**src/hdl/ppb_ram.sv**
```systemverilog
// ----------------------------------------------------------------------------
// ppb_ram: single-port table memory
// One access per cycle when enabled; write or read, read data registered.
// ----------------------------------------------------------------------------
module ppb_ram #(
   parameter int DEPTH = 256,
   parameter int WIDTH = 8
) (
   input  logic                     clock,
   input  logic                     en,
   input  logic                     we,
   input  logic [$clog2(DEPTH)-1:0] addr,
   input  logic [WIDTH-1:0]         wr_data,
   output logic [WIDTH-1:0]         rd_data
);

   logic [WIDTH-1:0] mem [DEPTH];
   logic [WIDTH-1:0] rd_data_ff;

   always_ff @(posedge clock) begin
      if (en) begin
         if (we) begin
            mem[addr] <= wr_data;
         end
         rd_data_ff <= mem[addr];
      end
   end

   assign rd_data = rd_data_ff;

endmodule

```
**config.mk**
```make
export PLATFORM = sky130hd
export DESIGN_NAME = ppb_ram
export DESIGN_NICKNAME = d
export VERILOG_FILES = /design/src/hdl/ppb_ram.sv
export SDC_FILE = /design/constraint.sdc
export NUM_CORES = 2
export LEC_CHECK = 0
export BUFFER_PORTS_ARGS = -buffer_cell sky130_fd_sc_hd__buf_2
export CAP_MARGIN = 30
export CORE_MARGIN = 3
export CORE_UTILIZATION = 40
export CTS_CLUSTER_DIAMETER = 30
export DETAILED_ROUTE_END_ITERATION = 6
export GPL_TIMING_DRIVEN = 0
export SLEW_MARGIN = 20
export SYNTH_ARGS = -nofsm -noshare
export SYNTH_HDL_FRONTEND = slang
export SYNTH_SLANG_ARGS = --single-unit
```
**constraint.sdc**
```tcl
create_clock -name clock -period 2.25 [get_ports clock]
set_clock_uncertainty 0.2 [all_clocks]
set_input_delay 0 -clock clock [delete_from_list [all_inputs] [get_ports clock]]
set_output_delay 0 -clock clock [all_outputs]
set_load 0.005 [all_outputs]
```
Word level (Yosys, flattened, before mapping) --
Memory sizes are Yosys's and may differ from the RTL's. A register that Yosys moved wholly into a read port is not among the register bits. Index checks and enable logic that the tools add are counted.
Storage, ports and cells: register bits 0, bits in writable memories 2048, logic and storage cells 4, memories kept 1
Memory list:
- mem | depth 256, width 8, read ports 1, clocked after Yosys merged registers in 1, wr ports 1, RTL line 17 | logic [WIDTH-1:0] mem [DEPTH];
Operators by class: mux-type cells 3
Operators with widths (count):
- two-way mux 1 bit | 3

Logic depth before layout (Yosys ltp) --
word-level depth 3, depth in mapped cells 9, depth with buffers taken out 5

Least setup slack after synthesis --
No wires, ideal clock.
path type input -> register, start point in addr[0], end point mem mem[105][0] (enable), data arrival time 1890 ps, required time 1680 ps, slack -210 ps, stages 8, buffers on the path 5, cell sequence clkbuf_1 > buf_4 > buf_4 > buf_2 > nor3b_1 > nand2_1 > clkbuf_1 > nor2_1
RTL lines:
- from (decl) | RTL line 12 | input logic [$clog2(DEPTH)-1:0] addr,
- to (decl) | RTL line 17
No word-level cell before the write port.

==> results.py <==
metrics = {
    "clock_tree": {
        "clk_transition_reported_paths_ns": 0.05,
        "insertion_delay_ns": 0.96,
        "ctsLongestPathBuffers": 4,
        "cts_tree": "done",
        "h-tree-depth": 5,
        "clock-root-buffer": "sky130_fd_sc_hd__clkbuf_16",
        "tritoncts_num_sinks": 2056,
        "clock_buffers_created_by_tritoncts": 403,
    },
    "grt": {
        "groute.usage.overall": 0.2198,
        "via_count_of_the_first_global_routing_pass": 41127,
        "antenna_found_initial": 11,
        "grt_overflow_total": 0,
        "grt_first_pass_wirelength_um": 312900,
        "pin_count_of_the_biggest_net_entering_global_routing": 130,
    },
    "yosys": {
        "postSynthRegisterBits": 2056,
        "ys_seq_area_frac": 0.7879,
        "synthCells": 3525,
        "synth_warn": 0,
        "number_of_nets_in_the_synthesized_netlist": 3544,
        "synthDistinctLibCells": 21,
        "post_synth_design_cell_area_mm2": 0.07836,
        "syn-mean-instance-area_um2": 22.23,
    },
    "critical_path": {
        "path_class": "flip-flop to flip-flop",
        "worstPathCellList": "mux4_2 -> a22oi_2 -> a21oi_2 -> o41ai_2 -> nand4_1",
        "critical_path.top_delay_family": "compound AO/OA/AOI/OAI gates",
        "critical_path.max_stage_delay_ns": 0.53,
        "setup.worst_path.start_class": "flip-flop",
        "worst_ep_arrival_time_ns": 3.23,
        "crit_path_max_fanout": 1,
        "worstPathBufferInverterCount": 0,
        "critical_path.slowest_cell": "sky130_fd_sc_hd__mux4_2",
        "worst_setup_path_end_kind": "flip-flop",
        "critical_path_required_ns": 2.58,
    },
    "timing": {
        "timing_max_transition_violations_final": 0,
        "worst_pin_slew_ns": 1.092,
        "fin_crit_sh": 1.289,
        "postLayoutSetupSlackWorst_ns": -0.6504,
        "achievable-frequency_mhz": 344.8,
        "layout_min_cycle_time_ns": 2.900,
        "hold_viol_final": 0,
        "slew_headroom": 0.2720,
        "grt_setup_unrepaired": "yes",
        "finalSetupViolCount": 31,
    },
    "drt": {
        "ant_nets": 0,
        "met1Wirelength_um": 86230,
        "met2_length_um": 103900,
        "wl_per_cell_um": 31.97,
        "met3_wirelength_um": 22910,
        "top_layer_used": "met5",
        "via_count": 40504,
        "drtIter0Drc": 5004,
        "detail_route.first_pass.iterations": 6,
        "detailed_route_vias_per_instance": 5.798,
        "postRouteWirelength_um": 223400,
        "detail_route.drc_violations": 0,
    },
    "final_layout": {
        "drive_gt1_frac": 0.3893,
        "finish.net_count": 4073,
        "filler_cell_count": 14958,
        "fin_util": 0.5126,
        "area.growth.synth_to_final_pct": 26.63,
        "area.sequential_mm2": 0.06174,
        "multi_input_logic_area_mm2": 0.01761,
        "post_layout_nonfiller_instances": 6986,
    },
    "place": {
        "port-buffer-count": 24,
        "place.detailed.hpwl_um": 140800,
        "routabilityCongestion": 0.9866,
        "dp_cells": 6199,
    },
    "floorplan": {
        "core_region_area_mm2": 0.1936,
        "floorplan.die.height_um": 448.6,
        "initial_core_util": 0.4048,
        "io_pins": 27,
        "fp.dieW_um": 448.6,
        "design.die.area_mm2": 0.2013,
        "rows": 161,
    },
    "pwr": {
        "power.density_mw_per_mm2": 1067,
        "p_leak_nw": 30.98,
        "irDropWorstVdd_mv": 0.7336,
    },
    "job": {
        "max_cap_violations": 0,
    },
    "status": {
        "violated_checks": "setup timing",
        "status": "finished, violations left",
    },
    "hold_path": {
        "hold_path.class": "input port to flip-flop",
    },
}
-- timing repair --
action | 4_1_cts | 5_1_grt
endpoints found under the setup margin | 2056 | 797
pin swaps | 38 | 28
setup buffers | 7 | 4
gates cloned | 0 | 0
endpoints found under the hold margin | 2309 | 48
resized for setup | 369 | 98
hold buffers | 35 | 1
-- cells in the mapped netlist, drive strengths merged --
library cell	instances	area, um2
a22oi	256	1922
edfxtp	2056	61740
clkbuf	143	536.8
nor3	1	5.000
nor2	259	972.2
or2	1	6.260
nor3b	2	15.01
nor2b	6	37.54
nand4	8	50.05
nand2b	2	12.51
buf	82	461.7
nand3	4	20.02
nand2	30	112.6
a21oi	128	640.6
o41ai	32	280.3
and4	1	8.760
and2	2	12.51
mux4	512	11530
-- stage by stage --
step / TNS [ns] / power (W) / setup slack, ns / hold slack (ns) / instance area (um2)
after detailed placement: -4141.55 / 0.04683 / -2.629 / 0.1953 / 83170
after floorplan: -84.47 / 0.04486 / -0.1259 / -0.1011 / 78740
after global placement: - / 0.04679 / -3.721 / 0.2063 / 82130
after CTS: -30.48 / 0.1063 / -0.5975 / 0.03960 / 98620
final: -4.388 / 0.1059 / -0.6504 / 0.06408 / 99230
after global routing: -3.972 / 0.1086 / -0.5602 / 0.03541 / 99230
-- cell families (layout without fill, tap and decap cells) --
group,count (synthesis),count (layout),share of synthesized area
flops,2056,2056,0.7879
mux,512,512,0.1471
compound gates,416,416,0.03628
simple gates,316,316,0.01598
buf+inv,225,1075,0.01274
other cells,0,3,0
-- cell usage in the layout, fill, tap and decap left out, types with 31 or more instances in the layout --
master,count
sky130_fd_sc_hd__a21oi_1,60
sky130_fd_sc_hd__nor2_1,83
sky130_fd_sc_hd__mux4_2,512
sky130_fd_sc_hd__a22oi_2,58
sky130_fd_sc_hd__buf_2,50
sky130_fd_sc_hd__clkbuf_16,406
sky130_fd_sc_hd__clkinv_2,51
sky130_fd_sc_hd__nor2_2,56
sky130_fd_sc_hd__clkinvlp_4,45
sky130_fd_sc_hd__clkinv_1,44
sky130_fd_sc_hd__nor2_4,120
sky130_fd_sc_hd__buf_4,38
sky130_fd_sc_hd__inv_6,32
sky130_fd_sc_hd__clkinv_4,31
sky130_fd_sc_hd__edfxtp_1,2056
sky130_fd_sc_hd__a21oi_2,61
sky130_fd_sc_hd__clkbuf_1,149
sky130_fd_sc_hd__a22oi_1,198
sky130_fd_sc_hd__bufinv_16,58
-- final cells by class --
cell class                 instances  share of cell area
clock inverter                   270             0.03211
buffer                           223             0.01223
timing repair buffer             126             0.01881
antenna                            3          0.00007565
clock buffer                     456              0.1043
sequential                      2056              0.6222
multi-input combinational       1244              0.1774
tap                             2608             0.03288
-- worst paths after layout --
path	end	startpoint	slack [ns]	cells after the start
max	rd_data[1]$_DFFE_PP_	mem[175][1]$_DFFE_PP_	-0.65	5
min	rd_data[0]$_DFFE_PP_	addr[7]	0.06	5
max reg2reg	rd_data[1]$_DFFE_PP_	mem[175][1]$_DFFE_PP_	-0.65	5
min reg2reg	rd_data[2]$_DFFE_PP_	mem[132][2]$_DFFE_PP_	1.13	5
-- state kept, by name, indices dropped and copies added, names as in the netlist --
register  count
rd_data       8
mem        2048
-- report_power, final --
part	internal [W]	switching [W]	total [W]	leakage [nW]
Sequential	0.0423	0.0000141	0.0423	18.5
Combinational	0.00141	0.00277	0.00418	6.00
Clock	0.0397	0.0197	0.0594	6.49
-- per-layer routing --
| layer | global-route usage | vias to the layer above |
|---|---|---|
| li1 | - | 16289 |
| met1 | 0.2954 | 21575 |
| met2 | 0.3337 | 2139 |
| met3 | 0.06374 | 499 |
| met4 | 0.09933 | 2 |
| met5 | 0 | - |
-- worst min-delay path: stages --
cell and delay, ns:
sky130_fd_sc_hd__buf_2 0.10, sky130_fd_sc_hd__nor2_1 0.08, sky130_fd_sc_hd__clkbuf_1 0.32, sky130_fd_sc_hd__o41ai_2 0.14, sky130_fd_sc_hd__nand4_1 0.26
No activity file was read; power rests on OpenSTA's default activity.
